## config.mk

```make
export PLATFORM = sky130hd
export DESIGN_NAME = arp_icmp_frame_classifier_core_flat
export DESIGN_NICKNAME = d
export VERILOG_FILES = /design/src/aic_pkg.sv /design/src/aic_if.sv /design/src/aic_parser.sv /design/src/arp_icmp_frame_classifier_core.sv /design/src/flat_wrapper.sv
export SDC_FILE = /design/constraint.sdc
export NUM_CORES = 1
export LEC_CHECK = 0
export BUFFER_PORTS_ARGS = -buffer_cell sky130_fd_sc_hd__buf_4
export CORE_AREA = 2 2 167 169
export CTS_CLUSTER_DIAMETER = 50
export DETAILED_ROUTE_END_ITERATION = 8
export DIE_AREA = 0 0 169 171
export PLACE_DENSITY = 0.88
export SYNTH_ARGS = -nofsm -noshare
export SYNTH_HDL_FRONTEND = slang
export SYNTH_SLANG_ARGS = --single-unit
```

## constraint.sdc

```tcl
create_clock -name clk_i -period 8.1 [get_ports clk_i]
set_input_delay 1.215 -clock clk_i [delete_from_list [all_inputs] [get_ports clk_i]]
set_output_delay 1.215 -clock clk_i [all_outputs]
set_load 0.05 [all_outputs]
```

## src/aic_pkg.sv

```systemverilog
// Shared types, constants and helper functions of the ARP and ICMP echo frame classifier.
package aic_pkg;

  // Byte counter width and its default.
  localparam int unsigned OFFSET_WIDTH_DEFAULT = 11;

  // Configuration port geometry and register indexes.
  localparam int unsigned APB_DATA_WIDTH = 32;
  localparam int unsigned APB_ADDR_WIDTH = 3;
  localparam logic        REG_LOCAL_IP   = 1'b0;

  // Reset value of our IPv4 address: 172.22.26.219.
  localparam logic [31:0] LOCAL_IP_RESET = {8'd172, 8'd22, 8'd26, 8'd219};

  // Ethertypes and fixed header values.
  localparam logic [15:0] ETYPE_ARP       = 16'h0806;
  localparam logic [15:0] ETYPE_IPV4      = 16'h0800;
  localparam logic [7:0]  IPV4_FIRST_BYTE = 8'h45;
  localparam logic [7:0]  DF_ONLY_MASK    = 8'hBF;
  localparam logic [7:0]  IP_PROTO_ICMP   = 8'd1;
  localparam logic [7:0]  ICMP_ECHO_REQ   = 8'd8;
  localparam logic [15:0] IPV4_HDR_BYTES  = 16'd20;

  // Byte offsets within the frame.
  localparam int unsigned OFF_ETYPE_HI    = 12;
  localparam int unsigned OFF_ETYPE_LO    = 13;
  localparam int unsigned OFF_ARP_FIX_LO  = 14;
  localparam int unsigned OFF_ARP_FIX_HI  = 21;
  localparam int unsigned OFF_ARP_SHA_LO  = 22;
  localparam int unsigned OFF_ARP_SHA_HI  = 27;
  localparam int unsigned OFF_ARP_SPA_LO  = 28;
  localparam int unsigned OFF_ARP_SPA_HI  = 31;
  localparam int unsigned OFF_ARP_TPA_LO  = 38;
  localparam int unsigned OFF_ARP_TPA_HI  = 41;
  localparam int unsigned OFF_IP_VER      = 14;
  localparam int unsigned OFF_IP_LEN_HI   = 16;
  localparam int unsigned OFF_IP_LEN_LO   = 17;
  localparam int unsigned OFF_IP_FLAGS_HI = 20;
  localparam int unsigned OFF_IP_FLAGS_LO = 21;
  localparam int unsigned OFF_IP_PROTO    = 23;
  localparam int unsigned OFF_IP_SRC_LO   = 26;
  localparam int unsigned OFF_IP_SRC_HI   = 29;
  localparam int unsigned OFF_IP_DST_LO   = 30;
  localparam int unsigned OFF_IP_DST_HI   = 33;
  localparam int unsigned OFF_ICMP_TYPE   = 34;

  // Offsets of the last byte of the shortest frames that pass the length checks (42 and 34 bytes).
  localparam int unsigned ARP_MIN_LAST_OFF  = 41;
  localparam int unsigned IPV4_MIN_LAST_OFF = 33;

  // Verdict codes.
  typedef enum logic [1:0] {
    ACT_IGNORE = 2'd0,
    ACT_ARP    = 2'd1,
    ACT_ECHO   = 2'd2
  } action_e;

  // One accepted byte handed to the parser.
  typedef struct packed {
    logic       valid;
    logic       last;
    logic [7:0] data;
  } aic_beat_t;

  // Verdict produced at the last byte of a frame.
  typedef struct packed {
    action_e     action;
    logic [47:0] sender_mac;
    logic [31:0] sender_ip;
    logic [15:0] echo_length;
  } aic_verdict_t;

  // Expected ARP bytes 14..21: Ethernet, IPv4, lengths 6 and 4, request.
  function automatic logic [7:0] arp_fixed_byte(input logic [2:0] idx);
    logic [7:0] val;
    case (idx)
      3'd0:    val = 8'h00;
      3'd1:    val = 8'h01;
      3'd2:    val = 8'h08;
      3'd3:    val = 8'h00;
      3'd4:    val = 8'h06;
      3'd5:    val = 8'h04;
      3'd6:    val = 8'h00;
      3'd7:    val = 8'h01;
      default: val = 8'h00;
    endcase
    return val;
  endfunction

endpackage

```

## src/aic_if.sv

```systemverilog
// Valid/ready channel interfaces for received bytes and for verdicts.
interface aic_rx_if;
  logic       valid;
  logic       ready;
  logic [7:0] rx_byte;
  logic       frame_end;

  modport source (output valid, output rx_byte, output frame_end, input ready);
  modport sink   (input valid, input rx_byte, input frame_end, output ready);
endinterface

interface aic_verdict_if;
  logic        valid;
  logic        ready;
  logic [1:0]  action;
  logic [47:0] sender_mac;
  logic [31:0] sender_ip;
  logic [15:0] echo_length;

  modport source (output valid, output action, output sender_mac, output sender_ip,
                  output echo_length, input ready);
  modport sink   (input valid, input action, input sender_mac, input sender_ip,
                  input echo_length, output ready);
endinterface

```

## src/aic_parser.sv

```systemverilog
// Per-frame header parser: byte counter, field capture, checks and verdict logic.
module aic_parser #(
  parameter int unsigned OFFSET_WIDTH = aic_pkg::OFFSET_WIDTH_DEFAULT
) (
  input  logic                 clk_i,
  input  logic                 rst_ni,
  input  aic_pkg::aic_beat_t   beat_i,
  input  logic [31:0]          local_ip_i,
  output aic_pkg::aic_verdict_t verdict_o
);

  localparam logic [OFFSET_WIDTH-1:0] OFF_MAX = '1;

  // Frame state registers.
  logic [OFFSET_WIDTH-1:0] offset_q, offset_d;
  logic [15:0]             etype_q, etype_d;
  logic                    hdr_ok_q, hdr_ok_d;
  logic [47:0]             mac_q, mac_d;
  logic [31:0]             src_ip_q, src_ip_d;
  logic [31:0]             dst_ip_q, dst_ip_d;
  logic [15:0]             ip_len_q, ip_len_d;
  logic [7:0]              ip_proto_q, ip_proto_d;
  logic [8:0]              icmp_type_q, icmp_type_d;

  // Field values after taking the current byte.
  logic [15:0] upd_etype;
  logic        upd_hdr_ok;
  logic [47:0] upd_mac;
  logic [31:0] upd_src_ip;
  logic [31:0] upd_dst_ip;
  logic [15:0] upd_ip_len;
  logic [7:0]  upd_ip_proto;
  logic [8:0]  upd_icmp_type;

  logic [OFFSET_WIDTH-1:0] o;
  logic [7:0]              b;
  logic                    arp_ok;
  logic                    echo_ok;

  assign o = offset_q;
  assign b = beat_i.data;

  // Capture or check the current byte according to its offset and the ethertype.
  always_comb begin
    upd_etype     = etype_q;
    upd_hdr_ok    = hdr_ok_q;
    upd_mac       = mac_q;
    upd_src_ip    = src_ip_q;
    upd_dst_ip    = dst_ip_q;
    upd_ip_len    = ip_len_q;
    upd_ip_proto  = ip_proto_q;
    upd_icmp_type = icmp_type_q;
    if (o == OFFSET_WIDTH'(aic_pkg::OFF_ETYPE_HI) ||
        o == OFFSET_WIDTH'(aic_pkg::OFF_ETYPE_LO)) begin
      upd_etype = {etype_q[7:0], b};
    end else if (etype_q == aic_pkg::ETYPE_ARP) begin
      if (o >= OFFSET_WIDTH'(aic_pkg::OFF_ARP_FIX_LO) &&
          o <= OFFSET_WIDTH'(aic_pkg::OFF_ARP_FIX_HI)) begin
        if (b != aic_pkg::arp_fixed_byte(o[2:0] - 3'(aic_pkg::OFF_ARP_FIX_LO))) begin
          upd_hdr_ok = 1'b0;
        end
      end else if (o >= OFFSET_WIDTH'(aic_pkg::OFF_ARP_SHA_LO) &&
                   o <= OFFSET_WIDTH'(aic_pkg::OFF_ARP_SHA_HI)) begin
        upd_mac = {mac_q[39:0], b};
      end else if (o >= OFFSET_WIDTH'(aic_pkg::OFF_ARP_SPA_LO) &&
                   o <= OFFSET_WIDTH'(aic_pkg::OFF_ARP_SPA_HI)) begin
        upd_src_ip = {src_ip_q[23:0], b};
      end else if (o >= OFFSET_WIDTH'(aic_pkg::OFF_ARP_TPA_LO) &&
                   o <= OFFSET_WIDTH'(aic_pkg::OFF_ARP_TPA_HI)) begin
        upd_dst_ip = {dst_ip_q[23:0], b};
      end
    end else if (etype_q == aic_pkg::ETYPE_IPV4) begin
      if (o == OFFSET_WIDTH'(aic_pkg::OFF_IP_VER)) begin
        if (b != aic_pkg::IPV4_FIRST_BYTE) begin
          upd_hdr_ok = 1'b0;
        end
      end else if (o == OFFSET_WIDTH'(aic_pkg::OFF_IP_LEN_HI) ||
                   o == OFFSET_WIDTH'(aic_pkg::OFF_IP_LEN_LO)) begin
        upd_ip_len = {ip_len_q[7:0], b};
      end else if (o == OFFSET_WIDTH'(aic_pkg::OFF_IP_FLAGS_HI)) begin
        if ((b & aic_pkg::DF_ONLY_MASK) != 8'h00) begin
          upd_hdr_ok = 1'b0;
        end
      end else if (o == OFFSET_WIDTH'(aic_pkg::OFF_IP_FLAGS_LO)) begin
        if (b != 8'h00) begin
          upd_hdr_ok = 1'b0;
        end
      end else if (o == OFFSET_WIDTH'(aic_pkg::OFF_IP_PROTO)) begin
        upd_ip_proto = b;
      end else if (o >= OFFSET_WIDTH'(aic_pkg::OFF_IP_SRC_LO) &&
                   o <= OFFSET_WIDTH'(aic_pkg::OFF_IP_SRC_HI)) begin
        upd_src_ip = {src_ip_q[23:0], b};
      end else if (o >= OFFSET_WIDTH'(aic_pkg::OFF_IP_DST_LO) &&
                   o <= OFFSET_WIDTH'(aic_pkg::OFF_IP_DST_HI)) begin
        upd_dst_ip = {dst_ip_q[23:0], b};
      end else if (o == OFFSET_WIDTH'(aic_pkg::OFF_ICMP_TYPE)) begin
        upd_icmp_type = {1'b1, b};
      end
    end
  end

  // Verdict from the fields as they stand after the last byte.
  assign arp_ok = (upd_etype == aic_pkg::ETYPE_ARP) &&
                  (o >= OFFSET_WIDTH'(aic_pkg::ARP_MIN_LAST_OFF)) &&
                  upd_hdr_ok && (upd_dst_ip == local_ip_i);
  assign echo_ok = (upd_etype == aic_pkg::ETYPE_IPV4) &&
                   (o >= OFFSET_WIDTH'(aic_pkg::IPV4_MIN_LAST_OFF)) &&
                   upd_hdr_ok && (upd_dst_ip == local_ip_i) &&
                   (upd_ip_proto == aic_pkg::IP_PROTO_ICMP) &&
                   (upd_icmp_type == {1'b1, aic_pkg::ICMP_ECHO_REQ});

  always_comb begin
    verdict_o = '{action: aic_pkg::ACT_IGNORE, sender_mac: '0, sender_ip: '0,
                  echo_length: '0};
    if (arp_ok) begin
      verdict_o.action     = aic_pkg::ACT_ARP;
      verdict_o.sender_mac = upd_mac;
      verdict_o.sender_ip  = upd_src_ip;
    end else if (echo_ok) begin
      verdict_o.action      = aic_pkg::ACT_ECHO;
      verdict_o.sender_ip   = upd_src_ip;
      verdict_o.echo_length = upd_ip_len - aic_pkg::IPV4_HDR_BYTES;
    end
  end

  // Next state: advance on each beat, clear after the last byte of a frame.
  always_comb begin
    offset_d    = offset_q;
    etype_d     = etype_q;
    hdr_ok_d    = hdr_ok_q;
    mac_d       = mac_q;
    src_ip_d    = src_ip_q;
    dst_ip_d    = dst_ip_q;
    ip_len_d    = ip_len_q;
    ip_proto_d  = ip_proto_q;
    icmp_type_d = icmp_type_q;
    if (beat_i.valid) begin
      if (beat_i.last) begin
        offset_d    = '0;
        etype_d     = '0;
        hdr_ok_d    = 1'b1;
        mac_d       = '0;
        src_ip_d    = '0;
        dst_ip_d    = '0;
        ip_len_d    = '0;
        ip_proto_d  = '0;
        icmp_type_d = '0;
      end else begin
        offset_d    = (o == OFF_MAX) ? o : o + OFFSET_WIDTH'(1);
        etype_d     = upd_etype;
        hdr_ok_d    = upd_hdr_ok;
        mac_d       = upd_mac;
        src_ip_d    = upd_src_ip;
        dst_ip_d    = upd_dst_ip;
        ip_len_d    = upd_ip_len;
        ip_proto_d  = upd_ip_proto;
        icmp_type_d = upd_icmp_type;
      end
    end
  end

  always_ff @(posedge clk_i or negedge rst_ni) begin
    if (!rst_ni) begin
      offset_q    <= '0;
      etype_q     <= '0;
      hdr_ok_q    <= 1'b1;
      mac_q       <= '0;
      src_ip_q    <= '0;
      dst_ip_q    <= '0;
      ip_len_q    <= '0;
      ip_proto_q  <= '0;
      icmp_type_q <= '0;
    end else begin
      offset_q    <= offset_d;
      etype_q     <= etype_d;
      hdr_ok_q    <= hdr_ok_d;
      mac_q       <= mac_d;
      src_ip_q    <= src_ip_d;
      dst_ip_q    <= dst_ip_d;
      ip_len_q    <= ip_len_d;
      ip_proto_q  <= ip_proto_d;
      icmp_type_q <= icmp_type_d;
    end
  end

endmodule

```

## src/arp_icmp_frame_classifier_core.sv

```systemverilog
// Top level of the ARP and ICMP echo frame classifier with its configuration port.
//
// The block takes one frame byte per beat on rx_i, starting at the destination MAC, and
// gives one verdict on verdict_o for every byte marked frame_end: ignore, ARP reply due
// (with the sender MAC and IP) or ICMP echo reply due (with the source IP and the ICMP
// length, IPv4 total length minus 20). It takes one byte every clock cycle while rx_i is
// not stalled; a byte passes an input register and then the parser, and the verdict is
// registered in the output register. A verdict that waits on verdict_o stalls rx_i
// only when a further last byte reaches the parser. The byte counter saturates at
// 2**OFFSET_WIDTH - 1. Our IPv4 address sits at byte address 0 of the APB port, resets
// to 172.22.26.219 and should be written only between frames.
module arp_icmp_frame_classifier_core #(
  parameter int unsigned OFFSET_WIDTH = aic_pkg::OFFSET_WIDTH_DEFAULT
) (
  input  logic                               clk_i,
  input  logic                               rst_ni,
  aic_rx_if.sink                             rx_i,
  aic_verdict_if.source                      verdict_o,
  input  logic                               psel_i,
  input  logic                               penable_i,
  input  logic                               pwrite_i,
  input  logic [aic_pkg::APB_ADDR_WIDTH-1:0] paddr_i,
  input  logic [aic_pkg::APB_DATA_WIDTH-1:0] pwdata_i,
  output logic [aic_pkg::APB_DATA_WIDTH-1:0] prdata_o,
  output logic                               pready_o
);

  // Configuration register.
  logic [31:0] local_ip_q;
  logic        cfg_wr;

  assign pready_o = 1'b1;
  assign cfg_wr   = psel_i && penable_i && pwrite_i && (paddr_i[2] == aic_pkg::REG_LOCAL_IP);

  always_ff @(posedge clk_i or negedge rst_ni) begin
    if (!rst_ni) begin
      local_ip_q <= aic_pkg::LOCAL_IP_RESET;
    end else if (cfg_wr) begin
      local_ip_q <= pwdata_i[31:0];
    end
  end

  always_comb begin
    prdata_o = '0;
    if (paddr_i[2] == aic_pkg::REG_LOCAL_IP) begin
      prdata_o = local_ip_q;
    end
  end

  // Input register stage.
  logic       s1_valid_q;
  logic       s1_last_q;
  logic [7:0] s1_byte_q;
  logic       s1_adv;
  logic       out_free;
  logic       rx_fire;

  assign out_free   = !verdict_o.valid || verdict_o.ready;
  assign s1_adv     = s1_valid_q && (!s1_last_q || out_free);
  assign rx_i.ready = !s1_valid_q || s1_adv;
  assign rx_fire    = rx_i.valid && rx_i.ready;

  always_ff @(posedge clk_i or negedge rst_ni) begin
    if (!rst_ni) begin
      s1_valid_q <= 1'b0;
    end else if (rx_i.ready) begin
      s1_valid_q <= rx_i.valid;
    end
  end

  always_ff @(posedge clk_i) begin
    if (rx_fire) begin
      s1_byte_q <= rx_i.rx_byte;
      s1_last_q <= rx_i.frame_end;
    end
  end

  // Header parser.
  aic_pkg::aic_beat_t    beat;
  aic_pkg::aic_verdict_t verdict;

  assign beat = '{valid: s1_adv, last: s1_last_q, data: s1_byte_q};

  aic_parser #(
    .OFFSET_WIDTH(OFFSET_WIDTH)
  ) u_parser (
    .clk_i      (clk_i),
    .rst_ni     (rst_ni),
    .beat_i     (beat),
    .local_ip_i (local_ip_q),
    .verdict_o  (verdict)
  );

  // Verdict output register.
  logic                  out_valid_q;
  aic_pkg::aic_verdict_t out_q;
  logic                  out_load;

  assign out_load = s1_adv && s1_last_q;

  always_ff @(posedge clk_i or negedge rst_ni) begin
    if (!rst_ni) begin
      out_valid_q <= 1'b0;
    end else if (out_load) begin
      out_valid_q <= 1'b1;
    end else if (verdict_o.ready) begin
      out_valid_q <= 1'b0;
    end
  end

  always_ff @(posedge clk_i) begin
    if (out_load) begin
      out_q <= verdict;
    end
  end

  assign verdict_o.valid       = out_valid_q;
  assign verdict_o.action      = out_q.action;
  assign verdict_o.sender_mac  = out_q.sender_mac;
  assign verdict_o.sender_ip   = out_q.sender_ip;
  assign verdict_o.echo_length = out_q.echo_length;

  // A held byte in the input register is neither lost nor altered.
  a_s1_hold: assert property (@(posedge clk_i) disable iff (!rst_ni)
    s1_valid_q && !s1_adv |=> s1_valid_q && $stable(s1_byte_q) && $stable(s1_last_q))
    else $error("input register lost or changed a stalled byte");

  // Input backpressure arises only from a last byte blocked by a waiting verdict.
  a_stall_cause: assert property (@(posedge clk_i) disable iff (!rst_ni)
    !rx_i.ready |-> s1_valid_q && s1_last_q && out_valid_q && !verdict_o.ready)
    else $error("input stalled without a blocked verdict");

  // A new verdict appears only after a last byte went through the parser.
  a_verdict_origin: assert property (@(posedge clk_i) disable iff (!rst_ni)
    $rose(out_valid_q) |-> $past(s1_adv && s1_last_q))
    else $error("verdict without a frame end");

  // ARP verdicts carry no echo length; echo verdicts carry no MAC.
  a_field_zero: assert property (@(posedge clk_i) disable iff (!rst_ni)
    out_valid_q |-> (out_q.action != aic_pkg::ACT_ARP || out_q.echo_length == '0) &&
                    (out_q.action != aic_pkg::ACT_ECHO || out_q.sender_mac == '0))
    else $error("verdict carries a field of the wrong reply type");

  // An ignore verdict carries all fields zero.
  a_ignore_zero: assert property (@(posedge clk_i) disable iff (!rst_ni)
    out_valid_q && out_q.action == aic_pkg::ACT_IGNORE |->
      out_q.sender_mac == '0 && out_q.sender_ip == '0 && out_q.echo_length == '0)
    else $error("ignore verdict with nonzero fields");

endmodule

```

## src/flat_wrapper.sv

```systemverilog
// flat-port wrapper written by rule: the top's interface ports become plain ports
module arp_icmp_frame_classifier_core_flat 
#(
  parameter int unsigned OFFSET_WIDTH = aic_pkg::OFFSET_WIDTH_DEFAULT
)
  (clk_i, rst_ni, psel_i, penable_i, pwrite_i, paddr_i, pwdata_i, prdata_o, pready_o, rx_i_valid, rx_i_rx_byte, rx_i_frame_end, rx_i_ready, verdict_o_valid, verdict_o_action, verdict_o_sender_mac, verdict_o_sender_ip, verdict_o_echo_length, verdict_o_ready);
  aic_rx_if rx_i_i ();
  aic_verdict_if verdict_o_i ();
  input  logic clk_i;
  input  logic rst_ni;
  input  logic psel_i;
  input  logic penable_i;
  input  logic pwrite_i;
  input  logic [aic_pkg::APB_ADDR_WIDTH-1:0] paddr_i;
  input  logic [aic_pkg::APB_DATA_WIDTH-1:0] pwdata_i;
  output logic [aic_pkg::APB_DATA_WIDTH-1:0] prdata_o;
  output logic pready_o;
  input wire logic [$bits(rx_i_i.valid)-1:0] rx_i_valid;
  input wire logic [$bits(rx_i_i.rx_byte)-1:0] rx_i_rx_byte;
  input wire logic [$bits(rx_i_i.frame_end)-1:0] rx_i_frame_end;
  output wire logic [$bits(rx_i_i.ready)-1:0] rx_i_ready;
  output wire logic [$bits(verdict_o_i.valid)-1:0] verdict_o_valid;
  output wire logic [$bits(verdict_o_i.action)-1:0] verdict_o_action;
  output wire logic [$bits(verdict_o_i.sender_mac)-1:0] verdict_o_sender_mac;
  output wire logic [$bits(verdict_o_i.sender_ip)-1:0] verdict_o_sender_ip;
  output wire logic [$bits(verdict_o_i.echo_length)-1:0] verdict_o_echo_length;
  input wire logic [$bits(verdict_o_i.ready)-1:0] verdict_o_ready;
  assign rx_i_i.valid = rx_i_valid;
  assign rx_i_i.rx_byte = rx_i_rx_byte;
  assign rx_i_i.frame_end = rx_i_frame_end;
  assign rx_i_ready = rx_i_i.ready;
  assign verdict_o_valid = verdict_o_i.valid;
  assign verdict_o_action = verdict_o_i.action;
  assign verdict_o_sender_mac = verdict_o_i.sender_mac;
  assign verdict_o_sender_ip = verdict_o_i.sender_ip;
  assign verdict_o_echo_length = verdict_o_i.echo_length;
  assign verdict_o_i.ready = verdict_o_ready;
  arp_icmp_frame_classifier_core #(.OFFSET_WIDTH(OFFSET_WIDTH)) u_core (.clk_i(clk_i), .rst_ni(rst_ni), .rx_i(rx_i_i), .verdict_o(verdict_o_i), .psel_i(psel_i), .penable_i(penable_i), .pwrite_i(pwrite_i), .paddr_i(paddr_i), .pwdata_i(pwdata_i), .prdata_o(prdata_o), .pready_o(pready_o));
endmodule
```

==> results.env <==
DRT-WIRELENGTH-PER-CELL_MICRONS=20.1
CTS_TREE='built'
INSERTION_DELAY_PS=520
SYN_AREA_PER_CELL_SQ_UM=10.4
POST-CTS-SETUP-BUFFERS=0
DIEHEIGHT_MICRONS=171
VIAS_PER_CELL=6.34
NETLIST.AREA_LEADER.SHARE_PCT=29.3
CP.BUFFERS_INVERTERS=1
INITIAL_CORE_UTIL_PCT=59.4
DISTINCT_CELL_TYPE_COUNT_AFTER_SYNTHESIS=77
MAXSLEWHEADROOM_PCT=15.5
SLEW_VIOLATIONS=0
CTSHTREEMAXLEVEL=2
TIGHTESTPINTRANSITION_PS=1270
CRITICAL-PATH-SLOWEST-CELL='buf_4'
PWR_DENSITY_CELL_nW_PER_UM2=206
POWER_FRAC_COMB_PCT=13.4
GRT_MAX_DEGREE=99
SYNTH_LARGEST_AREA_CELL='dfrtp_1'
NUMBER_OF_ENABLE_FLIP_FLOP_CELLS_AFTER_SYNTHESIS=107
PIN_COUNT=184
YS_ASYNC_SR_FRACTION_PCT=65.9
FINCLKSKEW_PS=25.8
CRITPATHKIND='flop to flop'
PLACE_CONGESTION=0.950
TIMING.FMAX_MHz=218
SETUP_VIOL=0
GROUTE.LAYER.MET1.USAGE_PCT=39.5
TIMING.MAX_CAP.VIOLATIONS=0
ROUTED_WL_MICRONS=41100
CRIT_TOP_CELL='nor3_1'
TRACK_USAGE_PCT=28.3
YOSYSSEQAREASHARE_PCT=51.8
GLOBALROUTE.BUSIESTLAYER='met2'
FINAL_ANTENNA_NET_COUNT=0
CRIT_PATH_END_KIND='flop'
CRITPATHLAUNCHTYPE='flop'
POST_ROUTE_CELLS_DRIVE_ABOVE_1_SHARE_PCT=22.1
POSTSYNTHREGISTERBITS=314
NUMPORTBUFFERS=180
CRIT_CHAIN='ha_1 > nor3b_1 > o21ai_0 > nor3_1 > o21a_2 > mux2_2 > o21ai_4 > buf_4 > nor3_1'
FINAL-HOLD-VIOLATION-COUNT=0
SYNTH_AREA_SQ_UM=16200
SYNTH.TOP_CELLS.BY_AREA='dfrtp_1, edfxtp_1, or3_1'
CTS-BUFFERS-INSERTED=35
SETUP_REPAIR_AFTER_GLOBAL_ROUTING_MISSED_ITS_MARGIN='no'
FINISH.NET_COUNT=1729
PERIOD_UTILIZATION_PCT=56.5
DRT_DRC_VIOLATIONS_LEFT=0
SETUP_TNS_PS=0
MOST_FREQUENT_CELLS_IN_THE_LAYOUT='buf_4, dfrtp_1, nand2_1, o21ai_0, a21oi_1'
CRIT_PATH_MAX_INCR_DELAY_PS=850
CLOCK_PATH_BUFFERS=3
DRTPASS1ITERATIONS=5
POST_SYNTH_INST_COUNT=1559
POST_SYNTH_NET_TOTAL=1620
TOTAL_NET_SWITCHING_POWER_W=0.00108
WORST-PATH-MAX-FANOUT=78
DIE_AREA_SQ_UM=28900
CLOCK_POWER_SHARE_PCT=40.2
CLOCK-SINKS=314
HOLD_WS_PS=482
OVERFLOW=0
GRT_FIRST_PASS_WIRELENGTH_MICRONS=66200
FIRST_GLOBAL_VIAS=12600
HPWLAFTERDP_MICRONS=26100
TIMING.CRITICAL_PATH.REQUIRED_PS=8300
INITIAL_ANTENNA_VIOLATION_COUNT=0
CRITPATHARRIVALTIME_PS=4780
INITIALDRTVIOLATIONCOUNT=1234
POST_CTS_GATE_RESIZE_COUNT=0
ROWS=61
DIE_WIDTH_MICRONS=169
VIAS=12900
GRT.MET3_USAGE_PCT=5.07
IR_WORST_VDD_mV=0.201
CTS.CLK_SLEW.WORST_PATHS_PS=60
GLOBALROUTEMET2UTIL_PCT=45.9
SYNTH.YOSYS.WARNINGS=0
MOSTFREQUENTLAYOUTCELL='buf_4'
LEAKAGE_nW=7.67
POWER.INTERNAL_W=0.00279
NUM_ANTENNA_CELLS=0
HP_CLASS='flop to flop'
SHARE_SEQ_OF_TOTAL_POWER_PCT=46.3
FINAL.MIN_CLOCK_PERIOD_PS=4580
CLOCK_TREE.ROOT_CELL='clkbuf_16'
PLACEABLECOREAREA_SQ_UM=27300
CRITICAL_PATH.TOP_DELAY_FAMILY='compound AO/OA/AOI/OAI gates'
FLOW.AREA_GROWTH_FROM_SYNTHESIS_PCT=15.8
CTS_HOLD_BUFFERS=0
YOSYS_MOST_USED_DFF='dfrtp_1'
RUN_STATUS='finished, final reports clean'
NFILLCELLS=2064
SW_FRAC_OF_TOTAL_PCT=28.0
==> layer usage <==
metal  vias to the layer above  part of all wire [%]  wire, microns
met4                         0                   2.2            899
li1                       5922                     -              -
met5                         -                     0              0
met2                       558                    48          19700
met3                        78                   6.9           2850
met1                      6373                    43          17600
==> through the flow <==
stage	cell area, sq um	power [W]	setup WS [ps]	instances	utilization, %
5_1_grt	18800	0.00400	3130	2041	68.9
4_1_cts	18800	0.00389	3570	2041	68.9
3_5_place_dp	17700	0.00234	3590	1977	64.7
2_1_floorplan	16200	0.00216	2880	1559	-
6_report	18800	0.00387	3520	2041	68.9
3_3_place_gp	17700	0.00232	3700	1977	64.7
==> layout make-up <==
| class | instances | area, sq um | share of cell area (%) |
|---|---|---|---|
| clock buffer | 46 | 958 | 5.09 |
| timing repair buffer | 197 | 1490 | 7.89 |
| tap | 346 | 433 | 2.30 |
| sequential | 314 | 8410 | 44.7 |
| multi-input combinational | 1097 | 7260 | 38.6 |
| inverter | 23 | 88.8 | 0.472 |
| clock inverter | 18 | 173 | 0.918 |
==> path summary, 6_finish.rpt <==
kind / to / from / slack (ps) / cells after the start
max in group asynchronous: u_core.u_parser.ip_len_q[3] / rst_ni / 6030 / 2
min in group asynchronous: u_core.local_ip_q[19] / rst_ni / 690 / 1
worst min-delay path: u_core.u_parser.mac_q[47] / u_core.u_parser.mac_q[47] / 480 / 2
worst max register to register: u_core.verdict_o.sender_mac[3] / u_core.u_parser.o[2] / 3520 / 9
worst max-delay path: u_core.verdict_o.sender_mac[3] / u_core.u_parser.o[2] / 3520 / 9
worst min register to register: u_core.u_parser.mac_q[47] / u_core.u_parser.mac_q[47] / 480 / 2
==> power by group through the flow <==
stage / clock network, W / logic, W / registers, W
2_1_floorplan: 0 / 0.000340 / 0.00182
3_3_place_gp: 0 / 0.000506 / 0.00182
3_5_place_dp: 0 / 0.000518 / 0.00182
4_1_cts: 0.00158 / 0.000520 / 0.00179
5_1_grt: 0.00164 / 0.000557 / 0.00180
6_report: 0.00156 / 0.000520 / 0.00179
==> worst min-delay path: cells and delay by family (launching register included) <==
kind	cells	cell delay (ps)
AND/OR/NAND/NOR	1	40
flip-flops	1	340
AO/OA/AOI/OAI	1	60
==> cell families after synthesis <==
| kind of cell | Yosys count | synth area share (%) |
|---|---|---|
| buffers and inverters | 148 | 3.84 |
| adder cells (fa/ha/maj) | 10 | 0.770 |
| other | 1 | 0.0231 |
| AND/OR/NAND/NOR | 574 | 20.5 |
| AO/OA/AOI/OAI | 356 | 13.7 |
| flip-flops | 314 | 51.8 |
| multiplexers | 89 | 5.81 |
| XOR/XNOR | 67 | 3.61 |
==> synth_stat cells (44+ instances only) <==
| master | count |
|---|---|
| dfrtp_1 | 190 |
| nand2_1 | 135 |
| o21ai_0 | 114 |
| a21oi_1 | 112 |
| edfxtp_1 | 107 |
| clkbuf_1 | 97 |
| or3_1 | 97 |
| nor2b_1 | 81 |
| nor3_1 | 72 |
| a22o_1 | 56 |
| mux2i_1 | 50 |
| xnor2_1 | 44 |
==> registers in the layout, summed over array words and instances (netlist names), 2 cells and up <==
signal                        count
u_core.u_parser.dst_ip_q         32
u_core.u_parser.ip_proto_q        8
u_core.local_ip_q                32
u_core.u_parser.src_ip_q         32
u_core.verdict_o.action           2
u_core.u_parser.etype_q          16
u_core.u_parser.o                11
u_core.u_parser.ip_len_q         16
u_core.u_parser.mac_q            48
u_core.u_parser.icmp_type_q       9
u_core.verdict_o.echo_length     16
u_core.verdict_o.sender_mac      48
u_core.verdict_o.sender_ip       32
u_core.s1_byte_q                  8
No activity file was read; power rests on OpenSTA's default activity.
